--- src/hw/rtl/running_mean_variance_normalizer_unit_macros.svh ---
// Assertion macros shared by the RTL modules of the normalizer.
// They sample on clk_i and are disabled while rst_ni is low.
`ifndef RUNNING_MEAN_VARIANCE_NORMALIZER_UNIT_MACROS_SVH
`define RUNNING_MEAN_VARIANCE_NORMALIZER_UNIT_MACROS_SVH

// The property must hold at every clock edge out of reset.
`define RMVN_ASSERT(lbl, prop, msg) \
  lbl: assert property (@(posedge clk_i) disable iff (!rst_ni) (prop)) else $error(msg);

// The condition must never be true at a clock edge out of reset.
`define RMVN_NEVER(lbl, cond, msg) \
  lbl: assert property (@(posedge clk_i) disable iff (!rst_ni) !(cond)) else $error(msg);

`endif

--- src/hw/rtl/rmvn_pkg.sv ---
`default_nettype none

package rmvn_pkg;

  localparam int unsigned SAMPLE_W  = 32;
  localparam int unsigned MEAN_FRAC = 16;
  localparam int unsigned M2_W      = 64;
  localparam int unsigned SQRT_W    = 32;
  localparam int unsigned Z_W       = 24;
  localparam int unsigned DIV_W     = 64;
  localparam int unsigned ITER_W    = 7;

  localparam logic FUNC_TRACK = 1'b0;
  localparam logic FUNC_NORM  = 1'b1;

  typedef enum logic [3:0] {
    ST_IDLE,
    ST_DIV_MEAN,
    ST_MUL_INIT,
    ST_MUL,
    ST_ACC,
    ST_DIV_VAR,
    ST_SQRT,
    ST_Z_START,
    ST_DIV_Z,
    ST_OUT
  } rmvn_state_e;

  typedef struct packed {
    logic              start;
    logic [ITER_W-1:0] iters;
  } div_req_t;

endpackage

`default_nettype wire

--- src/hw/rtl/running_mean_variance_normalizer_unit.sv ---
// Channel   Direction  Handshake                  Payload
// in        request    in_valid_i / in_ready_o    func_i, sample_i
// out       result     out_valid_o / out_ready_i  zscore_o
//
// A track request runs one bit-serial division of the deviation by the count,
// then a shift-add multiply whose product is added to the sum of squares.
// A normalize request runs a 64-step division of the squared deviation sum,
// a 32-step square root and a 48-step division; both divisions share the
// restoring divider, and the square root takes one root step per cycle.
// Reset clears the count, mean and sum of squares; no clearing pass is needed.
// in_ready_o is high only while the sequencer is idle; a finished result waits
// in the output register and does not stop the next request from entering.
`default_nettype none

`include "running_mean_variance_normalizer_unit_macros.svh"

module running_mean_variance_normalizer_unit #(
  parameter int unsigned SAMPLE_FRAC_BITS = 8,
  parameter int unsigned COUNT_WIDTH      = 32
) (
  input  logic                                clk_i,
  input  logic                                rst_ni,
  input  logic                                in_valid_i,
  output logic                                in_ready_o,
  input  logic                                func_i,
  input  logic [rmvn_pkg::SAMPLE_W-1:0]       sample_i,
  output logic                                out_valid_o,
  input  logic                                out_ready_i,
  output logic signed [rmvn_pkg::Z_W-1:0]     zscore_o
);
  import rmvn_pkg::*;

  localparam int unsigned MW    = MEAN_FRAC + SAMPLE_W - SAMPLE_FRAC_BITS;
  localparam int unsigned XSH   = MEAN_FRAC - SAMPLE_FRAC_BITS;
  localparam int unsigned PW    = 2 * MW;
  localparam int unsigned SH    = 2 * MEAN_FRAC - 2 * SAMPLE_FRAC_BITS;
  localparam int unsigned NUM_W = MW + SAMPLE_FRAC_BITS;
  localparam int unsigned VW    = (COUNT_WIDTH > SQRT_W) ? COUNT_WIDTH : SQRT_W;

  rmvn_state_e state_q, state_d;

  logic [COUNT_WIDTH-1:0] count_q, count_d;
  logic [MW-1:0]          mean_q, mean_d;
  logic [M2_W-1:0]        m2_q, m2_d;
  logic [ITER_W-1:0]      iter_q, iter_d;
  logic                   out_valid_q, out_valid_d;

  logic [MW-1:0]          xq_q, xq_d;
  logic [MW-1:0]          d1_q, d1_d;
  logic                   up_q, up_d;
  logic [PW-1:0]          prod_q, prod_d;
  logic [M2_W-1:0]        sv_q, sv_d;
  logic [M2_W-1:0]        res_q, res_d;
  logic [M2_W-1:0]        sq_bit_q, sq_bit_d;
  logic [Z_W-1:0]         zres_q, zres_d;
  logic [Z_W-1:0]         out_z_q, out_z_d;

  logic                   accept;
  logic                   out_free;
  logic [MW-1:0]          xq_in;
  logic                   up_in;
  logic [MW-1:0]          d1_in;
  logic [COUNT_WIDTH-1:0] count_inc;
  logic                   enough;

  div_req_t               div_req;
  logic [DIV_W-1:0]       div_dividend;
  logic [VW-1:0]          div_divisor;
  logic                   div_done;
  logic [DIV_W-1:0]       quot;

  logic [MW-1:0]          q_mean;
  logic [MW-1:0]          mean_upd;
  logic [MW-1:0]          d2;
  logic [MW:0]            mul_sum;
  logic [PW-1:0]          prod_step;
  logic [M2_W-1:0]        inc;
  logic [M2_W:0]          acc;
  logic [M2_W-1:0]        m2_sat;
  logic [M2_W-1:0]        sq_sum;
  logic                   sq_ge;
  logic [NUM_W-1:0]       zq;
  logic                   z_big;
  logic [Z_W-1:0]         z_sat;

  assign accept   = in_valid_i && in_ready_o;
  assign out_free = !out_valid_q || out_ready_i;

  assign xq_in     = MW'(sample_i) << XSH;
  assign up_in     = xq_in >= mean_q;
  assign d1_in     = up_in ? xq_in - mean_q : mean_q - xq_in;
  assign count_inc = (&count_q) ? count_q : count_q + COUNT_WIDTH'(1);
  assign enough    = count_q[COUNT_WIDTH-1:1] != '0;

  assign q_mean   = quot[MW-1:0];
  assign mean_upd = up_q ? mean_q + q_mean : mean_q - q_mean;
  // The new mean never crosses the sample, so the sign of d1 still applies.
  assign d2       = up_q ? xq_q - mean_q : mean_q - xq_q;

  // Shift-add multiply, one multiplier bit per cycle from the low end.
  assign mul_sum   = {1'b0, prod_q[PW-1:MW]} + (prod_q[0] ? {1'b0, d1_q} : '0);
  assign prod_step = {mul_sum, prod_q[MW-1:1]};

  assign inc    = prod_q[SH +: M2_W];
  assign acc    = {1'b0, m2_q} + {1'b0, inc};
  assign m2_sat = acc[M2_W] ? '1 : acc[M2_W-1:0];

  assign sq_sum = res_q + sq_bit_q;
  assign sq_ge  = sv_q >= sq_sum;

  // Exactly 2^23 on the negative side maps to the same code as saturation.
  assign zq    = quot[NUM_W-1:0];
  assign z_big = (zq[NUM_W-1:Z_W] != '0) || zq[Z_W-1];
  always_comb begin
    if (up_q) begin
      z_sat = z_big ? {1'b0, {(Z_W-1){1'b1}}} : zq[Z_W-1:0];
    end else begin
      z_sat = z_big ? {1'b1, {(Z_W-1){1'b0}}} : Z_W'(0) - zq[Z_W-1:0];
    end
  end

  rmvn_div #(
    .DIVISOR_W(VW)
  ) u_div (
    .clk_i     (clk_i),
    .rst_ni    (rst_ni),
    .req_i     (div_req),
    .dividend_i(div_dividend),
    .divisor_i (div_divisor),
    .done_o    (div_done),
    .quot_o    (quot)
  );

  always_comb begin
    state_d = state_q;
    unique case (state_q)
      ST_IDLE: begin
        if (accept) begin
          if (func_i == FUNC_TRACK) begin
            state_d = ST_DIV_MEAN;
          end else if (enough) begin
            state_d = ST_DIV_VAR;
          end else begin
            state_d = ST_OUT;
          end
        end
      end
      ST_DIV_MEAN: begin
        if (div_done) state_d = ST_MUL_INIT;
      end
      ST_MUL_INIT: state_d = ST_MUL;
      ST_MUL: begin
        if (iter_q == ITER_W'(1)) state_d = ST_ACC;
      end
      ST_ACC: state_d = ST_IDLE;
      ST_DIV_VAR: begin
        if (div_done) state_d = ST_SQRT;
      end
      ST_SQRT: begin
        if (iter_q == ITER_W'(1)) state_d = ST_Z_START;
      end
      ST_Z_START: state_d = (res_q == '0) ? ST_OUT : ST_DIV_Z;
      ST_DIV_Z: begin
        if (div_done) state_d = ST_OUT;
      end
      ST_OUT: begin
        if (out_free) state_d = ST_IDLE;
      end
      default: state_d = ST_IDLE;
    endcase
  end

  always_comb begin
    count_d      = count_q;
    mean_d       = mean_q;
    m2_d         = m2_q;
    iter_d       = iter_q;
    xq_d         = xq_q;
    d1_d         = d1_q;
    up_d         = up_q;
    prod_d       = prod_q;
    sv_d         = sv_q;
    res_d        = res_q;
    sq_bit_d     = sq_bit_q;
    zres_d       = zres_q;
    out_valid_d  = out_valid_q && !out_ready_i;
    out_z_d      = out_z_q;
    div_req      = '0;
    div_dividend = '0;
    div_divisor  = '0;
    unique case (state_q)
      ST_IDLE: begin
        if (accept) begin
          xq_d = xq_in;
          up_d = up_in;
          d1_d = d1_in;
          if (func_i == FUNC_TRACK) begin
            count_d       = count_inc;
            div_req.start = 1'b1;
            div_req.iters = ITER_W'(MW);
            div_dividend  = DIV_W'(d1_in) << (DIV_W - MW);
            div_divisor   = VW'(count_inc);
          end else if (enough) begin
            div_req.start = 1'b1;
            div_req.iters = ITER_W'(DIV_W);
            div_dividend  = m2_q;
            div_divisor   = VW'(count_q - COUNT_WIDTH'(1));
          end else begin
            zres_d = '0;
          end
        end
      end
      ST_DIV_MEAN: begin
        if (div_done) mean_d = mean_upd;
      end
      ST_MUL_INIT: begin
        prod_d = PW'(d2);
        iter_d = ITER_W'(MW);
      end
      ST_MUL: begin
        prod_d = prod_step;
        iter_d = iter_q - ITER_W'(1);
      end
      ST_ACC: m2_d = m2_sat;
      ST_DIV_VAR: begin
        if (div_done) begin
          sv_d     = quot;
          res_d    = '0;
          sq_bit_d = M2_W'(1) << (M2_W - 2);
          iter_d   = ITER_W'(SQRT_W);
        end
      end
      ST_SQRT: begin
        if (sq_ge) begin
          sv_d  = sv_q - sq_sum;
          res_d = (res_q >> 1) + sq_bit_q;
        end else begin
          res_d = res_q >> 1;
        end
        sq_bit_d = sq_bit_q >> 2;
        iter_d   = iter_q - ITER_W'(1);
      end
      ST_Z_START: begin
        if (res_q == '0) begin
          zres_d = '0;
        end else begin
          // The deviation scaled by the sample fraction, left-aligned.
          div_req.start = 1'b1;
          div_req.iters = ITER_W'(NUM_W);
          div_dividend  = DIV_W'(d1_q) << (DIV_W - MW);
          div_divisor   = VW'(res_q[SQRT_W-1:0]);
        end
      end
      ST_DIV_Z: begin
        if (div_done) zres_d = z_sat;
      end
      ST_OUT: begin
        if (out_free) begin
          out_valid_d = 1'b1;
          out_z_d     = zres_q;
        end
      end
      default: ;
    endcase
  end

  always_ff @(posedge clk_i or negedge rst_ni) begin
    if (!rst_ni) begin
      state_q     <= ST_IDLE;
      count_q     <= '0;
      mean_q      <= '0;
      m2_q        <= '0;
      iter_q      <= '0;
      out_valid_q <= 1'b0;
    end else begin
      state_q     <= state_d;
      count_q     <= count_d;
      mean_q      <= mean_d;
      m2_q        <= m2_d;
      iter_q      <= iter_d;
      out_valid_q <= out_valid_d;
    end
  end

  always_ff @(posedge clk_i) begin
    xq_q     <= xq_d;
    d1_q     <= d1_d;
    up_q     <= up_d;
    prod_q   <= prod_d;
    sv_q     <= sv_d;
    res_q    <= res_d;
    sq_bit_q <= sq_bit_d;
    zres_q   <= zres_d;
    out_z_q  <= out_z_d;
  end

  assign in_ready_o  = state_q == ST_IDLE;
  assign out_valid_o = out_valid_q;
  assign zscore_o    = out_z_q;

  `RMVN_ASSERT(a_track_no_result, (accept && func_i == FUNC_TRACK) |=> out_valid_o == $past(out_valid_o && !out_ready_i), "track request produced a result")
  `RMVN_ASSERT(a_m2_monotonic, m2_q >= $past(m2_q), "sum of squares decreased")
  `RMVN_ASSERT(a_count_monotonic, count_q >= $past(count_q), "sample count decreased")
  `RMVN_ASSERT(a_mean_needs_count, mean_q != '0 |-> count_q != '0, "mean moved without samples")

endmodule

`default_nettype wire

--- src/hw/rtl/rmvn_div.sv ---
`default_nettype none

`include "running_mean_variance_normalizer_unit_macros.svh"

module rmvn_div #(
  parameter int unsigned DIVISOR_W = 32
) (
  input  logic                         clk_i,
  input  logic                         rst_ni,
  input  rmvn_pkg::div_req_t           req_i,
  input  logic [rmvn_pkg::DIV_W-1:0]   dividend_i,
  input  logic [DIVISOR_W-1:0]         divisor_i,
  output logic                         done_o,
  output logic [rmvn_pkg::DIV_W-1:0]   quot_o
);
  import rmvn_pkg::*;

  logic                 busy_q, busy_d;
  logic                 done_q, done_d;
  logic [ITER_W-1:0]    cnt_q, cnt_d;
  logic [DIVISOR_W-1:0] rem_q, rem_d;
  logic [DIVISOR_W-1:0] dvs_q, dvs_d;
  logic [DIV_W-1:0]     dq_q, dq_d;

  logic [DIVISOR_W:0]   shifted;
  logic [DIVISOR_W:0]   diff;
  logic                 ge;

  // Restoring division, one quotient bit per cycle. The dividend arrives
  // left-aligned, so after the requested number of steps the shift register
  // holds exactly the quotient.
  assign shifted = {rem_q, dq_q[DIV_W-1]};
  assign diff    = shifted - {1'b0, dvs_q};
  assign ge      = !diff[DIVISOR_W];

  always_comb begin
    busy_d = busy_q;
    done_d = 1'b0;
    cnt_d  = cnt_q;
    rem_d  = rem_q;
    dvs_d  = dvs_q;
    dq_d   = dq_q;
    if (req_i.start) begin
      busy_d = 1'b1;
      cnt_d  = req_i.iters;
      rem_d  = '0;
      dvs_d  = divisor_i;
      dq_d   = dividend_i;
    end else if (busy_q) begin
      rem_d = ge ? diff[DIVISOR_W-1:0] : shifted[DIVISOR_W-1:0];
      dq_d  = {dq_q[DIV_W-2:0], ge};
      cnt_d = cnt_q - ITER_W'(1);
      if (cnt_q == ITER_W'(1)) begin
        busy_d = 1'b0;
        done_d = 1'b1;
      end
    end
  end

  always_ff @(posedge clk_i or negedge rst_ni) begin
    if (!rst_ni) begin
      busy_q <= 1'b0;
      done_q <= 1'b0;
      cnt_q  <= '0;
    end else begin
      busy_q <= busy_d;
      done_q <= done_d;
      cnt_q  <= cnt_d;
    end
  end

  always_ff @(posedge clk_i) begin
    rem_q <= rem_d;
    dvs_q <= dvs_d;
    dq_q  <= dq_d;
  end

  assign done_o = done_q;
  assign quot_o = dq_q;

  `RMVN_NEVER(a_no_start_when_busy, req_i.start && busy_q, "divider started while busy")
  `RMVN_ASSERT(a_busy_has_steps, busy_q |-> cnt_q != '0, "divider busy with no steps left")
  `RMVN_ASSERT(a_done_after_busy, done_q |-> $past(busy_q), "divider done without a run")

endmodule

`default_nettype wire

--- config.mk ---
export PLATFORM = sky130hd
export DESIGN_NAME = running_mean_variance_normalizer_unit
export DESIGN_NICKNAME = d
export VERILOG_FILES = /design/src/hw/rtl/rmvn_pkg.sv /design/src/hw/rtl/running_mean_variance_normalizer_unit.sv /design/src/hw/rtl/rmvn_div.sv
export VERILOG_INCLUDE_DIRS = /design/src /design/src/hw/rtl
export SDC_FILE = /design/constraint.sdc
export NUM_CORES = 2
export LEC_CHECK = 0
export BUFFER_PORTS_ARGS = -buffer_cell sky130_fd_sc_hd__buf_2
export CORE_MARGIN = 3
export CORE_UTILIZATION = 45
export DETAILED_ROUTE_END_ITERATION = 8
export PLACE_DENSITY = 0.66
export SLEW_MARGIN = 20
export SYNTH_ARGS = -nofsm -noshare
export SYNTH_HDL_FRONTEND = slang
export SYNTH_SLANG_ARGS = --single-unit
--- constraint.sdc ---
create_clock -name clk_i -period 33.9 [get_ports clk_i]
set_input_delay 0 -clock clk_i [delete_from_list [all_inputs] [get_ports clk_i]]
set_output_delay 0 -clock clk_i [all_outputs]
set_load 0.01 [all_outputs]
# == Word-level counts from Yosys, hierarchy flattened ==
# Cells that the tools add are included.
# word_totals
ff_bits,678
out_inout_bits,26
word_cells,155
# op_classes
addsub,17
order_cmp,2
n_eq_ne,22
muxes,65
n_bitwise,1
n_reduce_logical,27
# ops
op,count
$mux W64,12
$pmux W64 S2,4
$sub A40 B40 Y40,5
$mux W24,8
$mux W32,6
$mux W40,4
$pmux W80 S2,1
$pmux W24 S3,1
$add A64 B64 Y65,1
$add A63 B64 Y64,1
$add A64 B64 Y64,1
$ge A64 B64 Y1,1
$logic_not A64 Y1,1
$pmux W32 S2,1
$sub A64 B64 Y64,1
$add A40 B40 Y41,1
$add A40 B40 Y40,1
$ge A40 B40 Y1,1
$mux W4,9
$pmux W4 S9,1
$sub A33 B32 Y33,1
$add A32 B1 Y32 const B,1
$mux W8,4
$reduce_and A32 Y1,1
28 further kinds,66

# == Longest topological paths before layout ==
# logic_depth
depth_word,6
mapped_depth,26
mapped_depth_nobuf,25

# == Cells and area by module ==
# Synthesis repeated with hierarchy kept, for this count alone.
# hier_totals
cells_unflattened,6254
area_unflattened_um2,54021.8
# by_module_without_submodules
mod,instances,cells_each,area_per_inst_um2,seq_area_each_um2
running_mean_variance_normalizer_unit,1,5599,46623.5,14543.9
rmvn_div,1,655,7398.3,3748.6

# == Worst setup path before layout ==
# No wires, ideal clock.
# synth_path
path_kind,register -> register
start,register state_q[1]
end,"register sv_q[0], enable pin"
setup_time_ns,0.583
t_arrival_ns,10.588
required_ns,33.317
setup_slack_ns,22.729
path_stages_with_launch,6
cell_sequence,dfrtp_1 > clkbuf_1 > nor2b_1 > nand2_1 > a21oi_1 > a21boi_0
# synth_between
elab_chain_len,3
word_cells_on_any_way,6
cone_classes,eq/ne (4); reduce/logical (2)
# synth_lines
item,line_no,text
"start, declared",running_mean_variance_normalizer_unit.sv:40,"rmvn_state_e state_q, state_d;"
"start signal, assigned",running_mean_variance_normalizer_unit.sv:276,state_q <= state_d;
$eq A4 B3 Y1,running_mean_variance_normalizer_unit.sv:191,unique case (state_q)
$ne A2 B2 Y1 (no source line) (tied with other cells),-,
$reduce_and A3 Y1 (no source line) (*),-,
"end signal, assigned",running_mean_variance_normalizer_unit.sv:290,sv_q <= sv_d;
"end, declared",running_mean_variance_normalizer_unit.sv:52,"logic [M2_W-1:0] sv_q, sv_d;"
# Every way passes the cells marked *; elsewhere a longest branch is shown, timed or not.
# A chain may end at the register's enable or synchronous reset.

# == Worst setup path in the final report ==
# layout_path
start,register res_q[2]
end,"register sv_q[9], enable pin"
# layout_between
elab_chain_len,4
# layout_lines
item,line_no,text
"start, declared",running_mean_variance_normalizer_unit.sv:53,"logic [M2_W-1:0] res_q, res_d;"
"start signal, assigned",running_mean_variance_normalizer_unit.sv:291,res_q <= res_d;
$add A64 B64 Y64,running_mean_variance_normalizer_unit.sv:108,assign sq_sum = res_q + sq_bit_q;
$ge A64 B64 Y1,running_mean_variance_normalizer_unit.sv:109,assign sq_ge = sv_q >= sq_sum;
$ne A2 B2 Y1 (no source line),-,
$reduce_and A3 Y1 (no source line),-,
# No other way between the ends.

==> flow_summary_export.csv <==
group,metric,value,unit
outcome,status,"completed",
place,gp_congestion,0.9821,
logic_synthesis,ys.flop_type,"edfxtp_1",
clocking,cts_tree,"built",
place,dp.cells,7435,
die,die_h,347.9,um
place,hpwl,127.2,mm
clocking,clockBufferDepth,3,
routing,vias,46510,
logic_synthesis,synth_edf_count,457,
global_routing,grt_util_all_layers,0.2708,
routing,wirelength,169.4,mm
layout,regArea,18290,um2
worst_setup_path,crit_start,"res_q[2]",
clocking,clock-sinks,646,
layout,area_growth,8.639,%
worst_setup_path,r2r_cells,24,
sta,finalCritPeriodShare,0.2207,
worst_setup_path,setup.worst_path.start_class,"flip-flop",
sta,min_period,7483,ps
die,io_pins,63,
routing,drc_errors,0,
logic_synthesis,syn_inst,6171,
sta,finalSetupViolations,0,
die,dieArea,121000,um2
place,dp_slack,26470,ps
layout,drive_gt1_frac,0.05497,
global_routing,grt_pass1_vias,44360,
layout,final_cells,7625,
worst_setup_path,path_max_fanout,53,
hold_path,min_to,"xq_q[20]",
hold_path,hold_depth,2,
worst_setup_path,worst-setup-path-type,"flip-flop to flip-flop",
clocking,clk_pin_slew,60,ps
logic_synthesis,syn_nets,6651,
routing,avgViaCountPerCell,6.100,
clocking,cts_resized,0,
worst_setup_path,reg2reg_slack,26420,ps
clocking,cts_root_buf,"clkbuf_16",
die,core,115100,um2
logic_synthesis,synth-seq-cells,646,
logic_synthesis,syn-cell-area,52590,um2
clocking,htreeDepth,3,
worst_setup_path,worst-endpoint-arrival,7790,ps
routing,detail-route-antenna-nets,0,
pwr,cellLeakagePower,23.80,nW
logic_synthesis,synth-async-reset-ratio,0.2430,
sta,hold_viol,0,
pwr,ir_drop,0.00003918,V
worst_setup_path,required,34200,ps
layout,fin_util,0.4963,
die,row_count,124,
worst_setup_path,rr_endpoint,"sv_q[9]",
global_routing,gr-total-overflow,0,
global_routing,grt_start_max_net_pins,95,
flow_run,maxCapViolations,0,
routing,drt_iter0_markers,4217,
clocking,postCtsSetupBuffers,0,
layout,multiInputGateArea,32170,um2
logic_synthesis,yosysSeqAreaShare,0.3478,
layout,final_cell_mix,"618 x nand2_1, 588 x a21oi_1, 563 x nor2_1",
clocking,numCtsBuffers,81,
sta,slew_headroom,0.2679,
global_routing,grt_pass1_wl,259.1,mm
hold_path,holdCritStartpoint,"sample_i[12]",
sta,tightest_slew,1088,ps
clocking,worstSkewPairLatency,680,ps
place,portBuffers,62,
logic_synthesis,avgSynthCellArea,8.522,um2
die,start_util,0.4568,
die,chipWidth,347.9,um
logic_synthesis,synthDistinctLibCells,88,
sta,finClkSkew,24.62,ps
layout,n_fill_cell,10910,
routing,wl_per_cell,22.22,um
worst_setup_path,setup.worst_path.end_class,"flip-flop",
global_routing,antenna_found_initial,2,
hold_path,hp-class,"input port to flip-flop",
sta,rsz0062_at_grt,"no",
layout,layout.cells.most_common,"nand2_1",
sta,fin_ws,26420,ps
sta,fmax,0.1336,GHz
sta,report.final.slew_viol_count,0,
sta,final.setup.tns,0,ps
pwr,powerDensity,31.92,nW/um2
logic_synthesis,ys_warn_count,0,
layout,nets,6523,
routing,dr.pass1.iters,6,
worst_setup_path,worstReg2RegStart,"res_q[2]",
-- final cells by class --
class,count,share of cell area
diodes,1,0.00004380
clock buffers,104,0.03953
flip-flops and latches,646,0.3202
inverters,243,0.01607
clock inverters,48,0.01014
multi-input cells,4930,0.5631
well taps,1512,0.03311
repair buffers,141,0.01785
-- flip-flops by register name (all words and copies together), names as in the netlist, 40 cells and up --
| name | cells |
|---|---|
| prod_q | 80 |
| m2_q | 64 |
| res_q | 64 |
| sv_q | 64 |
| u_div.quot_o | 64 |
| d1_q | 40 |
| mean_q | 40 |
-- what timing repair did --
| item | in CTS | in global routing |
|---|---|---|
| endpoints found under the setup margin | 0 | 0 |
| hold endpoints to repair | 94 | 0 |
| hold buffers | 37 | 0 |
-- per-stage QoR --
step | total power, mW | instance area, um2 | hold slack (ps)
after floorplan | 0.8838 | 52590 | -295.6
after global placement | 0.9111 | 53900 | -16.74
after detailed placement | 0.9115 | 53900 | -14.37
after CTS | 1.841 | 57120 | 37.62
after global routing | 1.873 | 57130 | 66.15
final | 1.824 | 57130 | 78.99
-- Yosys cell counts, types with 51 or more instances --
| cell type | n | share of area |
|---|---|---|
| nand2_1 | 619 | 0.044 |
| a21oi_1 | 589 | 0.056 |
| nor2_1 | 568 | 0.041 |
| o21ai_0 | 491 | 0.047 |
| edfxtp_1 | 457 | 0.26 |
| ha_1 | 436 | 0.10 |
| clkbuf_1 | 315 | 0.022 |
| xnor2_1 | 260 | 0.043 |
| xor2_1 | 250 | 0.042 |
| inv_1 | 241 | 0.017 |
| a21o_1 | 226 | 0.032 |
| dfrtp_1 | 157 | 0.075 |
| a31oi_1 | 111 | 0.013 |
| and2_1 | 108 | 0.013 |
| nand4_1 | 102 | 0.012 |
| nor3_1 | 102 | 0.0097 |
| nand3_1 | 87 | 0.0083 |
| o21bai_1 | 77 | 0.011 |
| nor2b_1 | 76 | 0.0090 |
| a211oi_1 | 62 | 0.0089 |
| nor4_1 | 54 | 0.0064 |
| nand2b_1 | 51 | 0.0061 |
| o21a_1 | 51 | 0.0073 |
-- metal layers --
metal / vias up / wire [um] / GRT usage
met5: - / 0 / 0
met4: 0 / 6230 / 0.09224
met2: 1589 / 79860 / 0.4564
li1: 22230 / - / -
met1: 22380 / 72890 / 0.3586
met3: 309 / 10410 / 0.03594
-- worst max-delay path, cell delays in order (launching register included) --
cell and delay (ps):
edfxtp_1 490, ha_1 390, a31o_2 280, a31oi_1 300, o21ai_0 260, a31oi_1 320
inv_1 70, a31oi_1 260, nor2_1 70, nor2_1 160, o21bai_1 120, a31oi_1 200
xor2_1 110, ha_1 430, nand4_1 180, nor4_1 590, nand2_1 100, or3_1 340
a31oi_1 300, nor3_1 140, or3_1 420, and2_1 180, buf_4 270, a21boi_4 450
buf_4 620
-- power by group --
part	internal (mW)	switching, mW
clock network	0.540	0.384
registers	0.840	0.00000000000000000305
logic	0.0184	0.0421
total	1.40	0.426
-- how the worst max path moves through the flow --
stage,to,cells past startpoint
floorplan,sv_q[0],5
global placement,sv_q[15],24
detailed placement,sv_q[0],24
CTS,sv_q[25],24
global route,sv_q[25],24
finish,sv_q[9],24
-- cell families (layout without fill, tap and decap cells) --
kind of cell / Yosys count / in the layout / synth area share
simple gates: 1945 / 1945 / 0.1728
compound gates: 1982 / 1982 / 0.2354
mux: 50 / 50 / 0.009683
buf+inv: 595 / 536 / 0.04297
fa+ha+maj: 443 / 443 / 0.1064
other cells: 0 / 1 / 0
flops: 646 / 646 / 0.3478
xor+xnor: 510 / 510 / 0.08494
Power figures use the tool's default switching activity.
